## src/rtl/core/tft_pkg.sv

```systemverilog
// shared types, codes and character constants of the table formula tokenizer
`default_nettype none

package tft_pkg;

    // result beat event codes
    localparam logic [1:0] EvNewline = 2'd0;
    localparam logic [1:0] EvCell    = 2'd1;
    localparam logic [1:0] EvContent = 2'd2;
    localparam logic [1:0] EvEnd     = 2'd3;

    // token kinds
    localparam logic [2:0] KindAdd    = 3'd0;
    localparam logic [2:0] KindSub    = 3'd1;
    localparam logic [2:0] KindMul    = 3'd2;
    localparam logic [2:0] KindDiv    = 3'd3;
    localparam logic [2:0] KindEqu    = 3'd4;
    localparam logic [2:0] KindString = 3'd5;
    localparam logic [2:0] KindNumber = 3'd6;
    localparam logic [2:0] KindRef    = 3'd7;

    // token end status
    localparam logic [1:0] StOk     = 2'd0;
    localparam logic [1:0] StBadNum = 2'd1;
    localparam logic [1:0] StBadRef = 2'd2;

    // lexer modes
    localparam logic [2:0] ModeIdle   = 3'd0;
    localparam logic [2:0] ModeString = 3'd1;
    localparam logic [2:0] ModeNumber = 3'd2;
    localparam logic [2:0] ModeRef    = 3'd3;
    localparam logic [2:0] ModeMinus  = 3'd4;
    localparam logic [2:0] ModeAt     = 3'd5;

    // characters
    localparam logic [7:0] ChQuote = 8'h22;
    localparam logic [7:0] ChDot   = 8'h2E;
    localparam logic [7:0] ChBar   = 8'h7C;
    localparam logic [7:0] ChAt    = 8'h40;
    localparam logic [7:0] ChMinus = 8'h2D;
    localparam logic [7:0] ChPlus  = 8'h2B;
    localparam logic [7:0] ChTilde = 8'h7E;
    localparam logic [7:0] ChStar  = 8'h2A;
    localparam logic [7:0] ChSlash = 8'h2F;
    localparam logic [7:0] ChEqual = 8'h3D;
    localparam logic [7:0] ChSpace = 8'h20;
    localparam logic [7:0] ChTab   = 8'h09;
    localparam logic [7:0] ChCr    = 8'h0D;
    localparam logic [7:0] ChZero  = 8'h30;
    localparam logic [7:0] ChNine  = 8'h39;
    localparam logic [7:0] ChLowA  = 8'h61;
    localparam logic [7:0] ChLowZ  = 8'h7A;

    localparam int QueueDepth = 4;

    // one result beat
    typedef struct packed {
        logic [1:0] ev;
        logic [2:0] kind;
        logic [7:0] ch;
        logic [1:0] status;
        logic       last;
    } result_t;

    // results of one input beat (one or two)
    typedef struct packed {
        result_t r0;
        result_t r1;
        logic    two;
    } pair_t;

endpackage

`default_nettype wire

```

## src/rtl/core/table_formula_tokenizer.sv

```systemverilog
// top level of the table formula tokenizer
//
// in channel: in_valid / in_ready, one character (in_char) or a line end
// marker (in_line_end) per beat. out channel: out_valid / out_ready, one
// event per beat with kind, character, status and out_last marking the
// final event caused by an input beat.
// an input beat gives zero, one or two output beats; a beat that gives none
// leaves no trace on the out channel
// the first output beat of a character is written into the queue at the
// accepting edge and then moved into the output register; while the
// output register stalls, it waits in the queue
// throughput: one input beat per cycle while the queue has room, one output
// beat per cycle while out_ready is high and a result waits; a character that
// gives two events holds the output for both of its beats, and the queue depth
// sets how far the input can run ahead of a slow or stalled receiver
// when out_ready is low the output register holds its beat, the queue fills
// and in_ready drops once it is full; nothing is lost or repeated
// reset clears the lexer mode, line start flag, queue and output valid,
// so the first non-space character after reset opens a new line
`default_nettype none

module table_formula_tokenizer #(
    parameter int QUEUE_DEPTH = tft_pkg::QueueDepth
) (
    input  wire logic          clk,
    input  wire logic          rst_n,
    input  wire logic          in_valid,
    output logic               in_ready,
    input  wire logic [7:0]    in_char,
    input  wire logic          in_line_end,
    output logic               out_valid,
    input  wire logic          out_ready,
    output logic [1:0]         out_event,
    output logic [2:0]         out_kind,
    output logic [7:0]         out_char,
    output logic [1:0]         out_status,
    output logic               out_last
);
    import tft_pkg::*;

    logic    accept;
    pair_t   front_pair;
    logic    push;
    pair_t   q_data;
    logic    q_pop;
    logic    q_full;
    logic    q_empty;
    result_t res;

    // input beat is taken whenever the queue has a free slot
    assign in_ready = !q_full;
    assign accept   = in_valid && in_ready;

    // classification and lexer state
    tft_front u_front (
        .clk         (clk),
        .rst_n       (rst_n),
        .accept      (accept),
        .in_char     (in_char),
        .in_line_end (in_line_end),
        .pair        (front_pair),
        .push        (push)
    );

    // decouples the lexer from output stalls
    tft_queue #(
        .Depth (QUEUE_DEPTH)
    ) u_queue (
        .clk       (clk),
        .rst_n     (rst_n),
        .push      (push),
        .push_data (front_pair),
        .pop       (q_pop),
        .pop_data  (q_data),
        .full      (q_full),
        .empty     (q_empty)
    );

    // serialises each pair into beats
    tft_back u_back (
        .clk       (clk),
        .rst_n     (rst_n),
        .q_data    (q_data),
        .q_empty   (q_empty),
        .q_pop     (q_pop),
        .out_valid (out_valid),
        .out_ready (out_ready),
        .out_res   (res)
    );

    assign out_event  = res.ev;
    assign out_kind   = res.kind;
    assign out_char   = res.ch;
    assign out_status = res.status;
    assign out_last   = res.last;

endmodule

`default_nettype wire

```

## src/rtl/core/tft_front.sv

```systemverilog
// front end: character classification, lexer state and result generation
`default_nettype none

module tft_front (
    input  wire logic          clk,
    input  wire logic          rst_n,
    input  wire logic          accept,
    input  wire logic [7:0]    in_char,
    input  wire logic          in_line_end,
    output tft_pkg::pair_t     pair,
    output logic               push
);
    import tft_pkg::*;

    typedef struct packed {
        logic       emit;
        result_t    res;
        logic       set_mode;
        logic [2:0] mode;
        logic       clr_dots;
        logic       clr_ref;
    } fresh_t;

    logic [2:0] mode_reg, mode_next;
    logic       line_reg, line_next;
    logic [1:0] dots_reg, dots_next;
    logic       digit_reg, digit_next;
    logic       lower_reg, lower_next;

    logic       c_space, c_digit, c_lower;
    fresh_t     f;
    result_t    r0, r1;
    logic [1:0] cnt;
    logic [1:0] num_status;
    logic [1:0] ref_status;

    function automatic result_t mk(input logic [1:0] ev, input logic [2:0] kind,
                                   input logic [7:0] ch, input logic [1:0] st);
        result_t r;
        r.ev     = ev;
        r.kind   = kind;
        r.ch     = ch;
        r.status = st;
        r.last   = 1'b0;
        return r;
    endfunction

    assign c_space = (in_char == ChSpace) || (in_char >= ChTab && in_char <= ChCr);
    assign c_digit = (in_char >= ChZero) && (in_char <= ChNine);
    assign c_lower = (in_char >= ChLowA) && (in_char <= ChLowZ);
    assign num_status = (dots_reg == 2'd2) ? StBadNum : StOk;
    assign ref_status = (digit_reg && lower_reg) ? StOk : StBadRef;

    // handling of a character outside any token
    always_comb
    begin
        f = '0;
        if (!c_space)
        begin
            case (in_char)
                ChBar:   begin f.emit = 1'b1; f.res = mk(EvCell, KindAdd, '0, StOk); end
                ChPlus:  begin f.emit = 1'b1; f.res = mk(EvEnd, KindAdd, in_char, StOk); end
                ChTilde: begin f.emit = 1'b1; f.res = mk(EvEnd, KindSub, in_char, StOk); end
                ChStar:  begin f.emit = 1'b1; f.res = mk(EvEnd, KindMul, in_char, StOk); end
                ChSlash: begin f.emit = 1'b1; f.res = mk(EvEnd, KindDiv, in_char, StOk); end
                ChEqual: begin f.emit = 1'b1; f.res = mk(EvEnd, KindEqu, in_char, StOk); end
                ChQuote: begin f.set_mode = 1'b1; f.mode = ModeString; end
                ChMinus: begin f.set_mode = 1'b1; f.mode = ModeMinus; end
                ChAt:
                begin
                    f.set_mode = 1'b1;
                    f.mode     = ModeAt;
                    f.clr_ref  = 1'b1;
                end
                default:
                begin
                    if (c_digit)
                    begin
                        f.set_mode = 1'b1;
                        f.mode     = ModeNumber;
                        f.clr_dots = 1'b1;
                        f.emit     = 1'b1;
                        f.res      = mk(EvContent, KindNumber, in_char, StOk);
                    end
                end
            endcase
        end
    end

    always_comb
    begin
        logic use_fresh;
        use_fresh  = 1'b0;
        mode_next  = mode_reg;
        line_next  = line_reg;
        dots_next  = dots_reg;
        digit_next = digit_reg;
        lower_next = lower_reg;
        r0  = '0;
        r1  = '0;
        cnt = 2'd0;

        if (in_line_end)
        begin
            if (mode_reg == ModeString)
            begin
                r0 = mk(EvEnd, KindString, '0, StOk); cnt = 2'd1;
            end
            else if (mode_reg == ModeNumber)
            begin
                r0 = mk(EvEnd, KindNumber, '0, num_status); cnt = 2'd1;
            end
            else if (mode_reg == ModeRef)
            begin
                r0 = mk(EvEnd, KindRef, '0, ref_status); cnt = 2'd1;
            end
            mode_next = ModeIdle;
            line_next = 1'b0;
        end
        else
        begin
            case (mode_reg)
                ModeString:
                begin
                    cnt = 2'd1;
                    if (in_char == ChQuote)
                    begin
                        r0 = mk(EvEnd, KindString, '0, StOk);
                        mode_next = ModeIdle;
                    end
                    else
                    begin
                        r0 = mk(EvContent, KindString, in_char, StOk);
                    end
                end
                ModeNumber:
                begin
                    cnt = 2'd1;
                    if (c_digit || in_char == ChDot)
                    begin
                        if (in_char == ChDot && dots_reg != 2'd2)
                            dots_next = dots_reg + 2'd1;
                        r0 = mk(EvContent, KindNumber, in_char, StOk);
                    end
                    else
                    begin
                        r0 = mk(EvEnd, KindNumber, '0, num_status);
                        mode_next = ModeIdle;
                        use_fresh = 1'b1;
                    end
                end
                ModeRef:
                begin
                    cnt = 2'd1;
                    if (c_digit || c_lower)
                    begin
                        if (c_digit) digit_next = 1'b1;
                        if (c_lower) lower_next = 1'b1;
                        r0 = mk(EvContent, KindRef, in_char, StOk);
                    end
                    else
                    begin
                        r0 = mk(EvEnd, KindRef, '0, ref_status);
                        mode_next = ModeIdle;
                        use_fresh = 1'b1;
                    end
                end
                ModeMinus:
                begin
                    mode_next = ModeIdle;
                    if (c_digit)
                    begin
                        mode_next = ModeNumber;
                        dots_next = 2'd0;
                        r0  = mk(EvContent, KindNumber, ChMinus, StOk);
                        r1  = mk(EvContent, KindNumber, in_char, StOk);
                        cnt = 2'd2;
                    end
                    else
                    begin
                        use_fresh = 1'b1;
                    end
                end
                ModeAt:
                begin
                    mode_next = ModeIdle;
                    if (c_digit || c_lower)
                    begin
                        mode_next = ModeRef;
                        if (c_digit) digit_next = 1'b1;
                        if (c_lower) lower_next = 1'b1;
                        r0  = mk(EvContent, KindRef, in_char, StOk);
                        cnt = 2'd1;
                    end
                    else
                    begin
                        use_fresh = 1'b1;
                    end
                end
                default:
                begin
                    mode_next = ModeIdle;
                    if (!line_reg && !c_space)
                    begin
                        r0  = mk(EvNewline, KindAdd, '0, StOk);
                        cnt = 2'd1;
                        line_next = 1'b1;
                    end
                    use_fresh = 1'b1;
                end
            endcase

            if (use_fresh)
            begin
                if (f.set_mode) mode_next = f.mode;
                if (f.clr_dots) dots_next = 2'd0;
                if (f.clr_ref)
                begin
                    digit_next = 1'b0;
                    lower_next = 1'b0;
                end
                if (f.emit)
                begin
                    if (cnt == 2'd0)
                    begin
                        r0  = f.res;
                        cnt = 2'd1;
                    end
                    else
                    begin
                        r1  = f.res;
                        cnt = 2'd2;
                    end
                end
            end
        end

        r0.last = (cnt == 2'd1);
        r1.last = 1'b1;
    end

    assign pair.r0  = r0;
    assign pair.r1  = r1;
    assign pair.two = (cnt == 2'd2);
    assign push     = accept && (cnt != 2'd0);

    always_ff @(posedge clk or negedge rst_n)
    begin
        if (!rst_n)
        begin
            mode_reg  <= ModeIdle;
            line_reg  <= 1'b0;
            dots_reg  <= 2'd0;
            digit_reg <= 1'b0;
            lower_reg <= 1'b0;
        end
        else if (accept)
        begin
            mode_reg  <= mode_next;
            line_reg  <= line_next;
            dots_reg  <= dots_next;
            digit_reg <= digit_next;
            lower_reg <= lower_next;
        end
    end

    // a pending '-' or '@' never outlives a line end
    assert property (@(posedge clk) disable iff (!rst_n)
        (accept && in_line_end) |=> (mode_reg == ModeIdle && !line_reg))
        else $error("lexer state not cleared by line end");

endmodule

`default_nettype wire

```

## src/rtl/core/tft_queue.sv

```systemverilog
// short queue of result pairs between front and back end
`default_nettype none

module tft_queue #(
    parameter int Depth = tft_pkg::QueueDepth
) (
    input  wire logic          clk,
    input  wire logic          rst_n,
    input  wire logic          push,
    input  wire tft_pkg::pair_t push_data,
    input  wire logic          pop,
    output tft_pkg::pair_t     pop_data,
    output logic               full,
    output logic               empty
);
    import tft_pkg::*;

    localparam int PtrW = (Depth > 1) ? $clog2(Depth) : 1;
    localparam int CntW = $clog2(Depth + 1);

    pair_t            mem_reg [Depth];
    logic [PtrW-1:0]  wr_reg, wr_next;
    logic [PtrW-1:0]  rd_reg, rd_next;
    logic [CntW-1:0]  cnt_reg, cnt_next;

    assign full     = (cnt_reg == CntW'(Depth));
    assign empty    = (cnt_reg == '0);
    assign pop_data = mem_reg[rd_reg];

    always_comb
    begin
        wr_next  = (wr_reg == PtrW'(Depth - 1)) ? '0 : wr_reg + PtrW'(1);
        rd_next  = (rd_reg == PtrW'(Depth - 1)) ? '0 : rd_reg + PtrW'(1);
        cnt_next = cnt_reg;
        if (push && !pop)
            cnt_next = cnt_reg + CntW'(1);
        else if (pop && !push)
            cnt_next = cnt_reg - CntW'(1);
    end

    always_ff @(posedge clk)
    begin
        if (push)
            mem_reg[wr_reg] <= push_data;
    end

    always_ff @(posedge clk or negedge rst_n)
    begin
        if (!rst_n)
        begin
            wr_reg  <= '0;
            rd_reg  <= '0;
            cnt_reg <= '0;
        end
        else
        begin
            if (push) wr_reg <= wr_next;
            if (pop)  rd_reg <= rd_next;
            cnt_reg <= cnt_next;
        end
    end

    assert property (@(posedge clk) disable iff (!rst_n) push |-> !full)
        else $error("push into full queue");

    assert property (@(posedge clk) disable iff (!rst_n) pop |-> !empty)
        else $error("pop from empty queue");

endmodule

`default_nettype wire

```

## src/rtl/core/tft_back.sv

```systemverilog
// back end: splits result pairs into single beats behind an output register
`default_nettype none

module tft_back (
    input  wire logic          clk,
    input  wire logic          rst_n,
    input  wire tft_pkg::pair_t q_data,
    input  wire logic          q_empty,
    output logic               q_pop,
    output logic               out_valid,
    input  wire logic          out_ready,
    output tft_pkg::result_t   out_res
);
    import tft_pkg::*;

    logic    valid_reg;
    result_t res_reg, res_next;
    logic    second_reg;
    result_t second_res_reg;
    logic    load;

    assign load  = !valid_reg || out_ready;
    assign q_pop = load && !second_reg && !q_empty;

    always_comb
    begin
        res_next = res_reg;
        if (second_reg)
            res_next = second_res_reg;
        else if (!q_empty)
            res_next = q_data.r0;
    end

    always_ff @(posedge clk or negedge rst_n)
    begin
        if (!rst_n)
        begin
            valid_reg  <= 1'b0;
            second_reg <= 1'b0;
        end
        else if (load)
        begin
            valid_reg  <= second_reg || !q_empty;
            second_reg <= !second_reg && !q_empty && q_data.two;
        end
    end

    always_ff @(posedge clk)
    begin
        if (load)
        begin
            res_reg <= res_next;
            if (q_pop)
                second_res_reg <= q_data.r1;
        end
    end

    assign out_valid = valid_reg;
    assign out_res   = res_reg;

    assert property (@(posedge clk) disable iff (!rst_n) second_reg |-> valid_reg)
        else $error("second beat pending without a first");

    assert property (@(posedge clk) disable iff (!rst_n)
        (valid_reg && out_ready && !res_reg.last) |=> valid_reg)
        else $error("gap inside a group of result beats");

endmodule

`default_nettype wire

```

## config.mk

```make
export PLATFORM = sky130hd
export DESIGN_NAME = table_formula_tokenizer
export DESIGN_NICKNAME = d
export VERILOG_FILES = /design/src/rtl/core/tft_pkg.sv /design/src/rtl/core/table_formula_tokenizer.sv /design/src/rtl/core/tft_front.sv /design/src/rtl/core/tft_queue.sv /design/src/rtl/core/tft_back.sv
export SDC_FILE = /design/constraint.sdc
export NUM_CORES = 1
export LEC_CHECK = 0
export BUFFER_PORTS_ARGS = -buffer_cell sky130_fd_sc_hd__buf_4
export CORE_AREA = 5 5 168 122
export CTS_CLUSTER_DIAMETER = 60
export DETAILED_ROUTE_END_ITERATION = 6
export DIE_AREA = 0 0 173 127
export MAX_ROUTING_LAYER = met4
export PLACE_DENSITY_LB_ADDON = 0.1
export RECOVER_POWER = 25
export SLEW_MARGIN = 20
export SYNTH_ARGS = -nofsm -noshare
export SYNTH_HDL_FRONTEND = slang
export SYNTH_HIERARCHICAL = 1
export SYNTH_SLANG_ARGS = --single-unit
```

## constraint.sdc

```tcl
create_clock -name clk -period 6.23 [get_ports clk]
set_input_delay 1.246 -clock clk [delete_from_list [all_inputs] [get_ports clk]]
set_output_delay 1.246 -clock clk [all_outputs]
set_load 0.1 [all_outputs]
```

# Word level (Yosys, flattened, before mapping)
# Memory sizes are Yosys's and may differ from the RTL's.
# Index checks and enable logic that the tools add are counted.
[word_totals]
register_bits = 49
mem_bits_rw = 128
inputBits = 13
output_inout_bits = 18
elab_cells = 180
n_memories = 1
[mem_list]
columns = ["name", "words", "word_bits", "rd", "rd_ports_with_merged_regs", "write_ports", "line_no", "source"]
rows = [
  ["u_queue.mem_reg", 4, 32, 1, 0, 1, "tft_queue.sv:21", "pair_t mem_reg [Depth];"],
]
[classes]
add_sub_neg = 5
n_lt_le_gt_ge = 6
eq_ne = 25
muxes = 80
bitwise = 1
n_reduce_logical = 42
[op_table]
columns = ["operator", "n"]
rows = [
  ["16-bit two-way mux", 17],
  ["17-bit one-hot mux with 7 select lines", 1],
  ["16-bit one-hot mux with 5 select lines", 1],
  ["8-bit by 6-bit equality test with 1-bit output, second input constant", 8],
  ["15-bit two-way mux", 3],
  ["2-bit two-way mux", 18],
  ["1-bit two-way mux", 25],
  ["8-bit by 7-bit equality test with 1-bit output, second input constant", 3],
  ["3-bit two-way mux", 8],
  ["23-bit two-way mux", 1],
  ["22-bit two-way mux", 1],
  ["4-bit one-hot mux with 4 select lines", 1],
  ["3-bit one-hot mux with 5 select lines", 1],
  ["1-bit logical AND", 14],
  ["3-bit equality test, second input constant", 3],
  ["9-bit OR reduction", 1],
  ["2-bit equality test, second input constant", 4],
  ["8-bit by 4-bit greater-or-equal comparator with 1-bit output, second input constant", 1],
  ["8-bit by 6-bit greater-or-equal comparator with 1-bit output, second input constant", 1],
  ["8-bit by 7-bit greater-or-equal comparator with 1-bit output, second input constant", 1],
  ["8-bit by 4-bit less-or-equal comparator with 1-bit output, second input constant", 1],
  ["8-bit by 6-bit less-or-equal comparator with 1-bit output, second input constant", 1],
  ["8-bit by 7-bit less-or-equal comparator with 1-bit output, second input constant", 1],
  ["1-bit logical NOT", 8],
  ["22 further kinds", 35],
]

# Logic depth before layout (Yosys ltp)
# Gate-level depths: netlist of run 1.
[depth]
word_depth = 19
ltp_mapped = 15
ltp_nobuf = 14

# By module
# The synthesis of run 1 kept the hierarchy.
[modules_own_cells]
columns = ["module", "n_inst", "cells_per_inst", "area_per_inst_um2", "seq_area_each_um2"]
rows = [
  ["tft_queue", 1, 210, 5228.8, 4139.0],
  ["tft_front", 1, 243, 1707.9, 200.2],
  ["tft_back", 1, 62, 1272.5, 1011.0],
  ["table_formula_tokenizer", 1, 2, 10.0, 0.0],
]

# Worst setup path before layout of run 1
# Ideal clock, no wire load.
[synth_path]
path_kind = "input-to-reg"
start = "input in_char[3]"
end = "memory u_queue/mem_reg[1][0] (netlist bit) (enable)"
setup_ps = 393
t_arrival_ps = 3934
required_time_ps = 5837
setup_slack_ps = 1903
cell_stages = 9
path_buffers = 1
path_cell_list = "or4_4 -> o221ai_4 -> nor2_2 -> o31ai_4 -> nor2_2 -> clkbuf_1 -> nor2_1 -> o211a_1 -> and2_1"
[synth_via]
elab_chain_len = 17
word_cells_on_any_way = 48
cone_classes = "order compare: 6; eq/ne: 11; mux: 19; reduce/logical: 12"
[synth_rtl]
columns = ["item", "line_no", "source"]
rows = [
  ["start: declaration", "table_formula_tokenizer.sv:29", "input wire logic [7:0] in_char,"],
  ["8-bit by 4-bit greater-or-equal comparator with 1-bit output / 8-bit by 4-bit less-or-equal comparator with 1-bit output (equally long branches)", "tft_front.sv:48", "assign c_space = (in_char == ChSpace) || (in_char >= ChTab && in_char <= ChCr);"],
  ["1-bit logical AND", "tft_front.sv:48", ""],
  ["1-bit logical OR", "tft_front.sv:48", ""],
  ["1-bit logical NOT", "n/a", ""],
  ["1-bit logical AND", "tft_front.sv:203", "if (!line_reg && !c_space)"],
  ["1-bit two-way mux", "tft_front.sv:203", ""],
  ["2-bit one-hot mux with 3 select lines", "tft_front.sv:122", "case (mode_reg)"],
  ["2-bit two-way mux", "tft_front.sv:103", "if (in_line_end)"],
  ["(+2 left out)", "n/a", ""],
  ["2-bit two-way mux", "tft_front.sv:222", "if (f.emit)"],
  ["2-bit two-way mux *", "tft_front.sv:213", "if (use_fresh)"],
  ["2-bit two-way mux *", "tft_front.sv:103", ""],
  ["2-bit nonzero test *", "tft_front.sv:245", "assign push = accept && (cnt != 2'd0);"],
  ["1-bit logical AND *", "tft_front.sv:245", ""],
  ["net push", "table_formula_tokenizer.sv:43", "logic push;"],
  ["1-bit two-way mux *", "tft_queue.sv:43", "if (push)"],
  ["1-bit two-way mux (not written as such) *", "tft_queue.sv:44", "mem_reg[wr_reg] <= push_data;"],
  ["end: declaration", "tft_queue.sv:21", ""],
]
# The timed path passes the listed nets; every way through them passes the cells marked *. The select of a mux whose other input is x is not followed.

# Worst setup path after layout of run 1
[layout_path]
start = "input in_char[6]"
end = "register u_queue.cnt_reg[1]"
[layout_via]
word_cells_on_any_way = 51
cone_classes = "order compare: 6; eq/ne: 11; mux: 18; reduce/logical: 16"
[layout_rtl]
columns = ["item", "line_no", "source"]
rows = [
  ["8-bit by 4-bit greater-or-equal comparator with 1-bit output / 8-bit by 4-bit less-or-equal comparator with 1-bit output (equally long branches)", "tft_front.sv:48", ""],
  ["1-bit logical AND", "tft_front.sv:48", ""],
  ["1-bit logical OR", "tft_front.sv:48", ""],
  ["1-bit logical NOT", "n/a", ""],
  ["1-bit logical AND", "tft_front.sv:203", ""],
  ["1-bit two-way mux", "tft_front.sv:203", ""],
  ["2-bit one-hot mux with 3 select lines", "tft_front.sv:122", ""],
  ["2-bit two-way mux", "tft_front.sv:103", ""],
  ["(+3 left out)", "n/a", ""],
  ["2-bit two-way mux *", "tft_front.sv:213", ""],
  ["2-bit two-way mux *", "tft_front.sv:103", ""],
  ["2-bit nonzero test *", "tft_front.sv:245", ""],
  ["1-bit logical AND *", "tft_front.sv:245", ""],
  ["net push", "table_formula_tokenizer.sv:43", ""],
  ["1-bit logical AND *", "tft_queue.sv:35", "if (push && !pop)"],
  ["3-bit two-way mux *", "tft_queue.sv:35", ""],
  ["net u_queue.cnt_next[1]", "tft_queue.sv:24", "logic [CntW-1:0] cnt_reg, cnt_next;"],
  ["end signal: assignment", "tft_queue.sv:59", "cnt_reg <= cnt_next;"],
  ["end: declaration", "tft_queue.sv:24", ""],
]
# Marks and branches as above.
# A chain may end at the register's enable or synchronous reset.

==> flow_summary.rst, run 1 <==
.. list-table::
   :header-rows: 1

   * - Metric
     - Value
   * - Clock tree from TritonCTS
     - built
   * - Tightest Hold Check Type
     - reg -> reg
   * - PwrDens
     - between 400 and 500 nW/µm²
   * - Maximum clock insertion buffer count
     - 2
   * - Setup Total Neg Slack
     - 0 ps
   * - Total Nets Final
     - ~570
   * - VDD IR max
     - 244 µV
   * - Worst hold start
     - u_front/dots_reg[0]$_DFFE_PN0P_
   * - Total number of yosys warnings
     - 6
   * - CP Data Arrival Time
     - 4490 ps
   * - Die footprint
     - 22000 µm²
   * - Number of flip-flops in the largest register
     - 132
   * - Antenna-violating nets left
     - 0
   * - Clock root cell
     - sky130_fd_sc_hd__clkbuf_16
   * - Fin area
     - just over 9000 µm²
   * - Worst slack after detailed placement
     - ~1600 ps
   * - Net switching fraction of the power
     - 0.367
   * - DP HPWL
     - 12.0 mm
   * - Clock sink total
     - 181
   * - Post-CTS setup repair buffer count
     - 0
   * - Count of cells along the worst hold path
     - 1
   * - Share of synthesized registers carrying an async set or reset
     - 0.0939
   * - Number of global-route vias before repair
     - 4811
   * - I/O pins
     - 31
   * - Total net switching power
     - roughly 0.0016 W
   * - Hold slack final
     - a little under 500 ps
   * - Period utilization
     - 0.670
   * - Endpoint with the worst hold slack
     - u_front/dots_reg[0]$_DFFE_PN0P_
   * - Hold buffers post-CTS
     - 0
   * - Reg2Reg Depth
     - 3
   * - Final count of hold timing violations
     - 0
   * - Multi-input logic area
     - 2610 µm²
   * - Portion of total power attributed to the clock network
     - 0.249
   * - Number of synthesized flops with an enable pin
     - 164
   * - Synthesis-stage register bit count
     - 181
   * - Kind of end point of the critical path
     - register
   * - Startpoint Class
     - input port
   * - Sequential element share of the synthesized area
     - 0.651
   * - Overall routing resource usage
     - 0.184
   * - Top fanout value on the critical path
     - 15
   * - Die width
     - 173 µm
   * - Die height
     - around 130 µm
   * - Register clock-pin slew on the reported worst setup and hold paths
     - 70 ps
   * - Total of cells resized after clock tree synthesis
     - 0
   * - Sequential share of power
     - 0.410
   * - Drt first-iter violations
     - around 450
   * - Number of optimization iterations in the first detailed-route pass
     - 7
   * - Main synth FF type
     - sky130_fd_sc_hd__edfxtp_1
   * - Area share of the largest cell type after synthesis
     - 0.599
   * - Required time of the critical path
     - 6550 ps
   * - Starting utilization of the core area
     - 0.442
   * - Cell accounting for the most synthesized area
     - sky130_fd_sc_hd__edfxtp_1
   * - Count of final setup violators
     - 0
   * - Cells after Synth
     - 517
   * - Wirelength, routed
     - approximately 19 mm
   * - Avg Cell Area, Syn
     - 15.9 µm²
   * - Leakage power summed over all cells
     - 3.08 nW
   * - Setup Skew
     - 12.0 ps
   * - Post-synthesis instance area
     - ~8200 µm²
   * - Internal power contribution
     - 0.00271 W
   * - Slew of the pin with the lowest slew margin
     - 3090 ps
   * - Total number of vias
     - 4667
   * - Slew HR
     - -1.06
   * - Minimum setup slack in the final design
     - around 2100 ps
   * - Count of fill cells added during filler insertion
     - between 1500 and 2000
   * - Area contributors post-synth
     - sky130_fd_sc_hd__edfxtp_1, sky130_fd_sc_hd__mux4_2, sky130_fd_sc_hd__dfrtp_1, sky130_fd_sc_hd__mux2_2, sky130_fd_sc_hd__mux4_1
   * - Worst skew pair latency
     - about 430 ps
   * - Post-layout minimum cycle time
     - approximately 4200 ps
   * - Achievable Freq
     - 240 MHz
   * - Clock buffer count from CTS
     - 17
   * - Vias per Instance
     - 5.86
   * - Global-route wire length before repair
     - a little under 30 mm
   * - Fraction of layout cells with a size suffix above 1
     - 0.223
   * - Area after DPL
     - 8630 µm²
   * - DRC
     - 0
   * - Antenna violations before repair
     - 0
   * - Cell types with the highest counts after synthesis
     - sky130_fd_sc_hd__edfxtp_1, sky130_fd_sc_hd__nor2_1, sky130_fd_sc_hd__mux4_2
   * - Proportion of power drawn by combinational gates
     - 0.341
   * - Worst flop-to-flop path startpoint
     - u_queue/rd_reg[0]$_DFFE_PN0P_
   * - Area growth from synthesis to final layout
     - 11.6%
   * - Cell with the most instances after synthesis
     - sky130_fd_sc_hd__edfxtp_1
   * - Setup repair after global routing missed its margin
     - no
   * - Reg2reg end
     - u_back/out_res[6]$_DFFE_PP_
   * - Placer's final routability congestion estimate
     - 0.837
   * - Maximum number of pins on one net before global-route repair
     - 37
   * - Aggregate global routing overflow
     - 0
   * - Final Max Tran Viols
     - 37
   * - Outcome
     - finished with violations
   * - Setup crit start
     - in_char[6]
   * - Max-cap check violation count
     - 1
   * - Failing checks
     - max-capacitance violations, max-slew violations
   * - Area inside the core boundary
     - 18600 µm²
   * - Worst setup slack for register-to-register paths
     - 2380 ps
   * - Input/output buffers
     - 30
   * - Area used by sequential logic in the layout
     - ~5400 µm²
   * - Detailed-route wire length per cell
     - around 24 µm
   * - Number of distinct library cell variants in the gate-level netlist after synthesis
     - 74
   * - Count of standard-cell rows
     - 42
   * - CP Class
     - in -> reg
   * - Antenna cell count
     - 0
   * - H-tree lvl count
     - 4
power groups by stage:
stage	Clock, W	Combinational [W]	Sequential (W)
5_1_grt	0.00115	0.00156	0.00178
6_report	0.00107	0.00146	0.00175
3_3_place_gp	0	0.00148	0.00177
3_5_place_dp	0	0.00149	0.00178
4_1_cts	0.00110	0.00149	0.00176
2_1_floorplan	0	0.000799	0.00215
worst max-delay path by stage:
stage               slack (ps)  cells after the start                              end
floorplan                 1900                      9  u_queue/mem_reg[1][0]$_DFFE_PP_
global placement          1660                     10  u_queue/mem_reg[2][0]$_DFFE_PP_
detailed placement        1630                     10  u_queue/mem_reg[2][2]$_DFFE_PP_
CTS                       2090                     10  u_queue/mem_reg[2][5]$_DFFE_PP_
global route              1820                      3      u_back/out_res[7]$_DFFE_PP_
finish                    2060                     12   u_queue/cnt_reg[1]$_DFFE_PN0P_
cells by family after synthesis:
logic type               synth area share
multiplexers                        0.126
flip-flops                          0.651
XOR/XNOR                          0.00426
AO/OA/AOI/OAI                      0.0816
AND/OR/NAND/NOR                    0.0865
buffers and inverters              0.0336
adder cells (fa/ha/maj)            0.0161
other                            0.000914
through the flow:
stage           util  power [W]  std cells
2_1_floorplan      -    0.00294        519
3_3_place_gp   0.464    0.00326        766
3_5_place_dp   0.464    0.00327        766
4_1_cts        0.495    0.00434        797
5_1_grt        0.493    0.00449        797
6_report       0.493    0.00427        797
layout by cell type, fill, tap and decap left out, types with 4 or more instances in the layout:
cell	count
sky130_fd_sc_hd__edfxtp_1	164
sky130_fd_sc_hd__nor2_1	31
sky130_fd_sc_hd__mux4_2	28
sky130_fd_sc_hd__buf_4	26
sky130_fd_sc_hd__nand2_1	24
sky130_fd_sc_hd__a21oi_1	19
sky130_fd_sc_hd__mux2_2	18
sky130_fd_sc_hd__clkbuf_16	17
sky130_fd_sc_hd__dfrtp_1	16
sky130_fd_sc_hd__and2_1	13
sky130_fd_sc_hd__inv_1	11
sky130_fd_sc_hd__clkbuf_1	10
sky130_fd_sc_hd__ha_1	9
sky130_fd_sc_hd__nor3_1	8
sky130_fd_sc_hd__nand3_1	8
sky130_fd_sc_hd__o21ai_0	8
sky130_fd_sc_hd__nor3b_1	7
sky130_fd_sc_hd__o21ai_1	6
sky130_fd_sc_hd__mux2i_1	6
sky130_fd_sc_hd__nor2b_1	5
sky130_fd_sc_hd__nand2b_1	5
sky130_fd_sc_hd__o32ai_1	5
sky130_fd_sc_hd__o22a_1	5
sky130_fd_sc_hd__mux4_1	5
sky130_fd_sc_hd__clkinvlp_4	4
sky130_fd_sc_hd__or3_1	4
sky130_fd_sc_hd__o22ai_1	4
sky130_fd_sc_hd__conb_1	4
critical path, stage by stage:
cell	delay, ps
sky130_fd_sc_hd__buf_4	180
sky130_fd_sc_hd__nor3b_2	340
sky130_fd_sc_hd__o221ai_1	350
sky130_fd_sc_hd__o21ai_1	310
sky130_fd_sc_hd__o31ai_4	140
sky130_fd_sc_hd__nor2_2	460
sky130_fd_sc_hd__nor2_1	110
sky130_fd_sc_hd__o211a_1	350
sky130_fd_sc_hd__ha_1	260
sky130_fd_sc_hd__inv_1	70
sky130_fd_sc_hd__fa_1	400
sky130_fd_sc_hd__mux2_2	270
layer usage:
layer,up-vias,wire [µm],track usage,part of all wire
li1,2094,-,-,-
met1,2433,9040,0.264,0.48
met2,125,8690,0.274,0.46
met3,15,808,0.0304,0.043
met4,0,233,0.0549,0.012
met5,-,0,-,0
cell type report:
class,count,share of cell area
clock buffers,17,0.0464
multi-input cells,291,0.284
inverters,14,0.00573
clock inverters,14,0.0176
repair buffers,38,0.0297
flip-flops and latches,181,0.583
well taps,242,0.0330
No activity file was read; power rests on OpenSTA's default activity.
==> run 2, diff against run 1 <==
- ABC_AREA: default -> 1
- CORE_AREA: 5 5 168 122 -> 5 5 172 124
- DIE_AREA: 0 0 173 127 -> 0 0 177 129
- clock period: 6.23 -> 3.4 ns (I/O delays scaled with it)
==> run 2 against run 1 <==
The flow now finishes without violations. Sequential share of layout area down 2.9 points. Utilization up 0.28 points. Synthesized cell count up 62%. Power up 86%. Clock skew up 2.3 ps. Clock power up 89%. Wire length up 4.3%. Global-route usage up 0.45 points. Critical path depth up 7. First-iteration DRC count down 22%. Critical path type is now reg -> reg.
==> flow_summary.rst, run 2 <==
.. list-table::
   :header-rows: 1

   * - Metric
     - Value
   * - H-tree lvl count
     - 4 (unchanged)
   * - Overall routing resource usage
     - 0.188 (was 0.184)
   * - Wirelength, routed
     - 19.6 mm (was 18.8 mm)
   * - CP Data Arrival Time
     - 3380 ps (was 4490 ps)
   * - Synthesis-stage register bit count
     - 181 (unchanged)
   * - Maximum number of pins on one net before global-route repair
     - 67 (was 37)
   * - Maximum clock insertion buffer count
     - 2 (unchanged)
   * - Drt first-iter violations
     - 355 (was 454)
   * - Number of global-route vias before repair
     - 5691 (was 4811)
   * - Number of synthesized flops with an enable pin
     - 164 (unchanged)
   * - Count of fill cells added during filler insertion
     - 1766 (was 1618)
   * - Tightest Hold Check Type
     - in -> async (was reg -> reg)
   * - Total number of yosys warnings
     - 6 (unchanged)
   * - Most common cell after layout, fill and taps aside
     - sky130_fd_sc_hd__nand2_1 (was sky130_fd_sc_hd__edfxtp_1)
   * - Antenna-violating nets left
     - 0 (unchanged)
   * - Vias per Instance
     - 5.05 (was 5.86)
   * - Total number of vias
     - 5807 (was 4667)
   * - Area inside the core boundary
     - 19500 µm² (was 18600 µm²)
   * - Clock root cell
     - sky130_fd_sc_hd__clkbuf_16 (unchanged)
   * - Slew of the pin with the lowest slew margin
     - 1200 ps (was 3090 ps)
   * - Clock sink total
     - 181 (unchanged)
   * - Achievable Freq
     - 327 MHz
   * - Antenna cell count
     - 0 (unchanged)
   * - Area after DPL
     - 9110 µm² (was 8630 µm²)
   * - I/O pins
     - 31 (unchanged)
   * - PwrDens
     - 825 nW/µm² (was 466 nW/µm²)
   * - Delay contributed by the slowest stage of the critical path
     - 480 ps (was 460 ps)
   * - Starting utilization of the core area
     - 0.442 (about the same)
   * - Worst skew pair latency
     - 430 ps (about the same)
   * - Critical path buffers and inverters
     - 3 (was 2)
   * - Most used cells in the layout excluding fill and tap cells
     - sky130_fd_sc_hd__nand2_1, sky130_fd_sc_hd__edfxtp_1, sky130_fd_sc_hd__inv_1 (was sky130_fd_sc_hd__edfxtp_1, sky130_fd_sc_hd__nor2_1, sky130_fd_sc_hd__mux4_2)
   * - Final count of hold timing violations
     - 0 (unchanged)
   * - Slew HR
     - 0.202 (was -1.06)
   * - Register clock-pin slew on the reported worst setup and hold paths
     - 70 ps (about the same)
   * - Placer's final routability congestion estimate
     - 0.908 (was 0.837)
   * - Most common cell type on the critical path
     - sky130_fd_sc_hd__nand2_1
   * - Main synth FF type
     - sky130_fd_sc_hd__edfxtp_1 (unchanged)
   * - Die width
     - 177 µm (was 173 µm)
   * - Total of cells resized after clock tree synthesis
     - 0 (unchanged)
   * - Number of flip-flops in the largest register
     - 132 (unchanged)
   * - Area share of the largest cell type after synthesis
     - 0.572 (was 0.599)
   * - VDD IR max
     - 318 µV (was 244 µV)
   * - Count of standard-cell rows
     - 43 (was 42)
   * - Clock buffer count from CTS
     - 17 (unchanged)
   * - Die height
     - 129 µm (was 127 µm)
   * - Critical path's slowest cell
     - sky130_fd_sc_hd__dfrtp_1 (was sky130_fd_sc_hd__nor2_2)
   * - Area contributors post-synth
     - sky130_fd_sc_hd__edfxtp_1, sky130_fd_sc_hd__nand2_1, sky130_fd_sc_hd__o211ai_1, sky130_fd_sc_hd__inv_1, sky130_fd_sc_hd__dfrtp_1 (was sky130_fd_sc_hd__edfxtp_1, sky130_fd_sc_hd__mux4_2, sky130_fd_sc_hd__dfrtp_1, sky130_fd_sc_hd__mux2_2, sky130_fd_sc_hd__mux4_1)
   * - Input/output buffers
     - 30 (unchanged)
   * - Number of distinct library cell variants in the gate-level netlist after synthesis
     - 38 (was 74)
   * - Post-synthesis instance area
     - 8610 µm² (was 8220 µm²)
   * - CP Class
     - reg -> reg (was in -> reg)
   * - Share of synthesized registers carrying an async set or reset
     - 0.0939 (unchanged)
   * - Max-cap check violation count
     - 0 (was 1)
   * - Top cell family by delay on the critical path
     - simple AND/OR/NAND/NOR gates (was compound AO/OA/AOI/OAI gates)
   * - Sequential element share of the synthesized area
     - 0.621 (was 0.651)
   * - Setup repair after global routing missed its margin
     - no (unchanged)
   * - Startpoint Class
     - register (was input port)
   * - Cell breakdown of the critical path
     - nand2_1 -> nor2_1 -> inv_2 -> nand2_2 -> nor2_1 -> nand2_1 -> nand2_2 -> nand3_4 -> inv_4 -> nand2_8 -> nand3_2 -> a21oi_2 -> ha_1 -> inv_1 -> fa_1 -> nand2_1 -> nand3_1 -> nand2_1 -> nand2_1 (was buf_4 -> nor3b_2 -> o221ai_1 -> o21ai_1 -> o31ai_4 -> nor2_2 -> nor2_1 -> o211a_1 -> ha_1 -> inv_1 -> fa_1 -> mux2_2)
   * - Cell with the most instances after synthesis
     - sky130_fd_sc_hd__nand2_1 (was sky130_fd_sc_hd__edfxtp_1)
   * - Leakage power summed over all cells
     - 4.03 nW (was 3.08 nW)
   * - Hold buffers post-CTS
     - 0 (unchanged)
   * - Area growth from synthesis to final layout
     - 12.1% (was 11.6%)
   * - Avg Cell Area, Syn
     - 10.3 µm² (was 15.9 µm²)
   * - Area used by sequential logic in the layout
     - 5350 µm² (about the same)
   * - Final Max Tran Viols
     - 0 (was 37)
   * - Setup Skew
     - 14.3 ps (was 12.0 ps)
   * - Multi-input logic area
     - 2540 µm² (was 2610 µm²)
   * - Cell types with the highest counts after synthesis
     - sky130_fd_sc_hd__nand2_1, sky130_fd_sc_hd__edfxtp_1, sky130_fd_sc_hd__inv_1 (was sky130_fd_sc_hd__edfxtp_1, sky130_fd_sc_hd__nor2_1, sky130_fd_sc_hd__mux4_2)
   * - Count of final setup violators
     - 0 (unchanged)
   * - Layout Utilization
     - 0.496 (was 0.493)
   * - Required time of the critical path
     - 3720 ps (was 6550 ps)
   * - Clock tree from TritonCTS
     - built (unchanged)
   * - Kind of end point of the critical path
     - register (unchanged)
   * - Cell accounting for the most synthesized area
     - sky130_fd_sc_hd__edfxtp_1 (unchanged)
   * - Post-layout minimum cycle time
     - ~3100 ps
   * - DP HPWL
     - 13.2 mm (was 12.0 mm)
   * - Fraction of layout cells with a size suffix above 1
     - 0.115 (was 0.223)
   * - Period utilization
     - 0.900
   * - Number of optimization iterations in the first detailed-route pass
     - 5 (was 7)
   * - Aggregate global routing overflow
     - 0 (unchanged)
   * - Cells after Synth
     - 835 (was 517)
   * - Total Nets Final
     - 891 (was 566)
   * - Detailed-route wire length per cell
     - 17.0 µm (was 23.6 µm)
   * - Outcome
     - finished clean (was finished with violations)
   * - Die footprint
     - 22800 µm² (was 22000 µm²)
   * - Global-route wire length before repair
     - 31.8 mm (was 29.2 mm)
   * - Post-CTS setup repair buffer count
     - 0 (unchanged)
   * - Antenna violations before repair
     - 0 (unchanged)
   * - Top fanout value on the critical path
     - 9 (was 15)
   * - DRC
     - 0 (unchanged)
   * - Fin area
     - 9660 µm² (was 9170 µm²)
   * - Setup Total Neg Slack
     - 0 ps (unchanged)
## run 2: cell families (layout without fill, tap and decap cells)
kind of cell | after synthesis | in the layout | synth area share
AOI/OAI and AO/OA | 124 | 124 | 0.0953
xor gates and xnor gates | 1 | 1 | 0.00102
other | 2 | 4 | 0.000872
adders and majority gates | 10 | 10 | 0.0154
DFF | 181 | 181 | 0.621
and+or+nand+nor | 356 | 356 | 0.181
buffers and inverters | 161 | 205 | 0.0846
## run 2: layout make-up
| cell class | instances | share of cell area |
|---|---|---|
| clock buffers | 17 | 0.0441 |
| repair buffers | 43 | 0.0314 |
| inverters | 130 | 0.0514 |
| flip-flops and latches | 181 | 0.554 |
| multi-input cells | 495 | 0.263 |
| clock inverters | 15 | 0.0210 |
| well taps | 270 | 0.0350 |
## run 2: report_power, final
group	total, W	internal, W	switching (W)
Combinational	0.00281	0.000614	0.00220
Sequential	0.00313	0.00299	0.000142
Clock	0.00202	0.00107	0.000946
Total	0.00796	0.00468	0.00329
## run 2: per-stage QoR
stage	hold slack, ps	power (W)	worst slack (ps)	std cells
floorplan	384	0.00544	226	837
global placement	496	0.00606	138	1119
detailed placement	499	0.00613	81.6	1119
CTS	105	0.00816	451	1151
global route	500	0.00845	119	1151
finish	407	0.00796	339	1151
## run 2: routing by layer
layer,up-vias,share of wire,track usage
li1,2873,-,-
met1,2805,0.50,0.265
met2,114,0.45,0.289
met3,15,0.040,0.0335
met4,0,0.0093,0.0414
met5,-,0,-
## run 2: final timing paths
kind / start / end / slack, ps / depth (start not counted)
max: u_front/mode_reg[0]$_DFFE_PN0P_ / u_queue/cnt_reg[2]$_DFFE_PN0P_ / 340 / 19
min: rst_n / u_front/dots_reg[1]$_DFFE_PN0P_ / 410 / 1
max reg2reg: u_front/mode_reg[0]$_DFFE_PN0P_ / u_queue/cnt_reg[2]$_DFFE_PN0P_ / 340 / 19
min reg2reg: u_queue/cnt_reg[2]$_DFFE_PN0P_ / u_queue/cnt_reg[2]$_DFFE_PN0P_ / 520 / 2
max in group asynchronous: rst_n / u_queue/cnt_reg[2]$_DFFE_PN0P_ / 2370 / 1
min in group clk: u_queue/cnt_reg[2]$_DFFE_PN0P_ / u_queue/cnt_reg[2]$_DFFE_PN0P_ / 520 / 2
==> run 3, diff against run 2 <==
- ABC_AREA: 1 -> 0
- CORE_AREA: 5 5 172 124 -> 5 5 168 122
- DIE_AREA: 0 0 177 129 -> 0 0 173 127
==> run 3 against run 2 <==
The flow now finishes with violations (max-capacitance violations, max-slew violations). Utilization rose by 1.1 points. Cell area decreased by 2.4%. Combinational power fell by 2%. Die area shrank 3.8%. Count of clock-buffer cells in the layout increased by 1. Global-route usage shrank 0.81 points. Register-to-register slack got worse by 20 ps. Clock power shrank 6%. Largest cell class unchanged. Largest power group unchanged.
==> flow_summary.rst, run 3 (same netlist as run 1, synthesis figures left out) <==
.. list-table::
   :header-rows: 1

   * - Metric
     - Value
   * - Number of flip-flops in the largest register
     - 132 (unchanged)
   * - Clock buffer count from CTS
     - 17 (unchanged)
   * - Drt first-iter violations
     - 491 (was 355)
   * - Final count of hold timing violations
     - 0 (unchanged)
   * - Overall routing resource usage
     - 0.180 (was 0.188)
   * - Clock tree from TritonCTS
     - built (unchanged)
   * - Area after DPL
     - 8960 µm² (was 9110 µm²)
   * - Placer's final routability congestion estimate
     - 0.938 (was 0.908)
   * - Achievable Freq
     - 325 MHz (was 327 MHz)
   * - Die width
     - 173 µm (was 177 µm)
   * - Aggregate global routing overflow
     - 0 (unchanged)
   * - Hold buffers post-CTS
     - 0 (unchanged)
   * - DRC
     - 0 (unchanged)
   * - Reg2reg end
     - u_back/out_res[7]$_DFFE_PP_ (was u_queue/cnt_reg[2]$_DFFE_PN0P_)
   * - Reg2Reg Depth
     - 3 (was 19)
   * - Cell breakdown of the critical path
     - clkbuf_1 -> mux4_1 -> mux2_2 (was nand2_1 -> nor2_1 -> inv_2 -> nand2_2 -> nor2_1 -> nand2_1 -> nand2_2 -> nand3_4 -> inv_4 -> nand2_8 -> nand3_2 -> a21oi_2 -> ha_1 -> inv_1 -> fa_1 -> nand2_1 -> nand3_1 -> nand2_1 -> nand2_1)
   * - Top cell family by delay on the critical path
     - buffers and inverters (was simple AND/OR/NAND/NOR gates)
   * - Kind of end point of the critical path
     - register (unchanged)
   * - Max-cap check violation count
     - 1 (was 0)
   * - Outcome
     - finished with violations (was finished clean)
   * - Failing checks
     - max-capacitance violations, max-slew violations
   * - Critical path's slowest cell
     - sky130_fd_sc_hd__clkbuf_1 (was sky130_fd_sc_hd__dfrtp_1)
   * - Leakage power summed over all cells
     - 3.23 nW (was 4.03 nW)
   * - Antenna cell count
     - 0 (unchanged)
   * - Slew HR
     - -0.594 (was 0.202)
   * - Most used cells in the layout excluding fill and tap cells
     - sky130_fd_sc_hd__edfxtp_1, sky130_fd_sc_hd__buf_4, sky130_fd_sc_hd__nor2_1 (was sky130_fd_sc_hd__nand2_1, sky130_fd_sc_hd__edfxtp_1, sky130_fd_sc_hd__inv_1)
   * - Setup repair after global routing missed its margin
     - no (unchanged)
   * - Top fanout value on the critical path
     - 35 (was 9)
   * - Area inside the core boundary
     - 18600 µm² (was 19500 µm²)
   * - Total Nets Final
     - 603 (was 891)
   * - Die footprint
     - 22000 µm² (was 22800 µm²)
   * - Fin area
     - 9430 µm² (was 9660 µm²)
   * - Total of cells resized after clock tree synthesis
     - 0 (unchanged)
   * - DP HPWL
     - 11.8 mm (was 13.2 mm)
   * - Input/output buffers
     - 30 (unchanged)
   * - Delay contributed by the slowest stage of the critical path
     - 1690 ps (was 480 ps)
   * - Maximum clock insertion buffer count
     - 2 (unchanged)
   * - Starting utilization of the core area
     - 0.442 (about the same)
   * - Worst flop-to-flop path startpoint
     - u_queue/rd_reg[1]$_DFFE_PN0P_ (was u_front/mode_reg[0]$_DFFE_PN0P_)
   * - Fraction of layout cells with a size suffix above 1
     - 0.260 (was 0.115)
   * - PwrDens
     - 829 nW/µm² (was 825 nW/µm²)
   * - Antenna-violating nets left
     - 0 (unchanged)
   * - Detailed-route wire length per cell
     - 22.0 µm (was 17.0 µm)
   * - Most common cell after layout, fill and taps aside
     - sky130_fd_sc_hd__edfxtp_1 (was sky130_fd_sc_hd__nand2_1)
   * - Register clock-pin slew on the reported worst setup and hold paths
     - 70 ps (about the same)
   * - Final Max Tran Viols
     - 36 (was 0)
   * - Number of optimization iterations in the first detailed-route pass
     - 5 (unchanged)
   * - Clock sink total
     - 181 (unchanged)
   * - Global-route wire length before repair
     - 29.0 mm (was 31.8 mm)
   * - Slew of the pin with the lowest slew margin
     - 2390 ps (was 1200 ps)
   * - Startpoint Class
     - register (unchanged)
   * - Number of global-route vias before repair
     - 4887 (was 5691)
   * - Final Power
     - 0.00781 W (was 0.00796 W)
   * - Worst setup slack for register-to-register paths
     - 320 ps (was 340 ps)
   * - Post-layout minimum cycle time
     - 3080 ps (was 3060 ps)
   * - VDD IR max
     - 482 µV (was 318 µV)
   * - Worst skew pair latency
     - 430 ps (about the same)
   * - Required time of the critical path
     - 3580 ps (was 3720 ps)
   * - Tightest Hold Check Type
     - in -> async (unchanged)
   * - Maximum number of pins on one net before global-route repair
     - 36 (was 67)
   * - CP Class
     - reg -> reg (unchanged)
   * - Period utilization
     - 0.906 (was 0.900)
   * - Setup Skew
     - 8.76 ps (was 14.3 ps)
   * - Vias per Instance
     - 5.72 (was 5.05)
   * - Antenna violations before repair
     - 0 (unchanged)
   * - I/O pins
     - 31 (unchanged)
   * - Critical path buffers and inverters
     - 1 (was 3)
   * - Count of final setup violators
     - 0 (unchanged)
   * - Area growth from synthesis to final layout
     - 14.7% (was 12.1%)
   * - Wirelength, routed
     - 18.3 mm (was 19.6 mm)
   * - H-tree lvl count
     - 4 (unchanged)
   * - Count of standard-cell rows
     - 42 (was 43)
   * - Clock root cell
     - sky130_fd_sc_hd__clkbuf_16 (unchanged)
   * - Total number of vias
     - 4770 (was 5807)
   * - Die height
     - 127 µm (was 129 µm)
   * - CP Data Arrival Time
     - 3260 ps (was 3380 ps)
   * - Post-CTS setup repair buffer count
     - 0 (unchanged)
-- run 3: where the power goes --
group          total (W)  switching, W  internal (W)
Combinational    0.00274       0.00180      0.000938
Sequential       0.00317      0.000154       0.00302
Clock            0.00190      0.000870       0.00103
-- run 3: worst max-delay path by stage --
stage                                        from                              to  slack [ps]  cells after the start
finish              u_queue/rd_reg[1]$_DFFE_PN0P_     u_back/out_res[7]$_DFFE_PP_         320                      3
global route        u_queue/rd_reg[1]$_DFFE_PN0P_     u_back/out_res[7]$_DFFE_PP_         150                      3
CTS                                    in_char[4]  u_queue/cnt_reg[1]$_DFFE_PN0P_         450                     11
detailed placement                     in_char[4]  u_queue/cnt_reg[1]$_DFFE_PN0P_          20                     11
global placement                       in_char[5]  u_queue/cnt_reg[1]$_DFFE_PN0P_          80                     11
floorplan                              in_char[0]  u_queue/cnt_reg[2]$_DFFE_PN0P_         -50                     14
-- run 3: final cells by class --
class	instances	area, µm²
repair buffers	75	537
fillers	1587	9180
clock buffers	18	429
flip-flops and latches	181	5350
clock inverters	13	139
inverters	14	52.6
well taps	242	303
multi-input cells	291	2620
-- run 3: worst reg2reg max path, cell delays in order, from the launching register on --
cell,delay (ps)
sky130_fd_sc_hd__dfrtp_1,320
sky130_fd_sc_hd__clkbuf_1,1690
sky130_fd_sc_hd__mux4_1,540
sky130_fd_sc_hd__mux2_2,290
-- run 3: routing by layer --
layer  GRT usage  up-vias  routed length (µm)  share of wire
li1            -     2164                   -              -
met1       0.255     2440                8830           0.48
met2       0.261      143                8070           0.44
met3      0.0369       23                 993          0.054
met4      0.0657        0                 441          0.024
met5           -        -                   0              0
-- run 3: through the flow --
| stage | util | setup TNS [ps] | setup slack [ps] | hold slack, ps | instances |
|---|---|---|---|---|---|
| after floorplan | - | -81.1 | -51.0 | 384 | 519 |
| after global placement | 0.481 | 0 | 77.5 | 473 | 803 |
| after detailed placement | 0.481 | 0 | 16.9 | 485 | 803 |
| after CTS | 0.512 | 0 | 451 | 108 | 834 |
| after global routing | 0.507 | 0 | 150 | 488 | 834 |
| final | 0.507 | 0 | 320 | 393 | 834 |
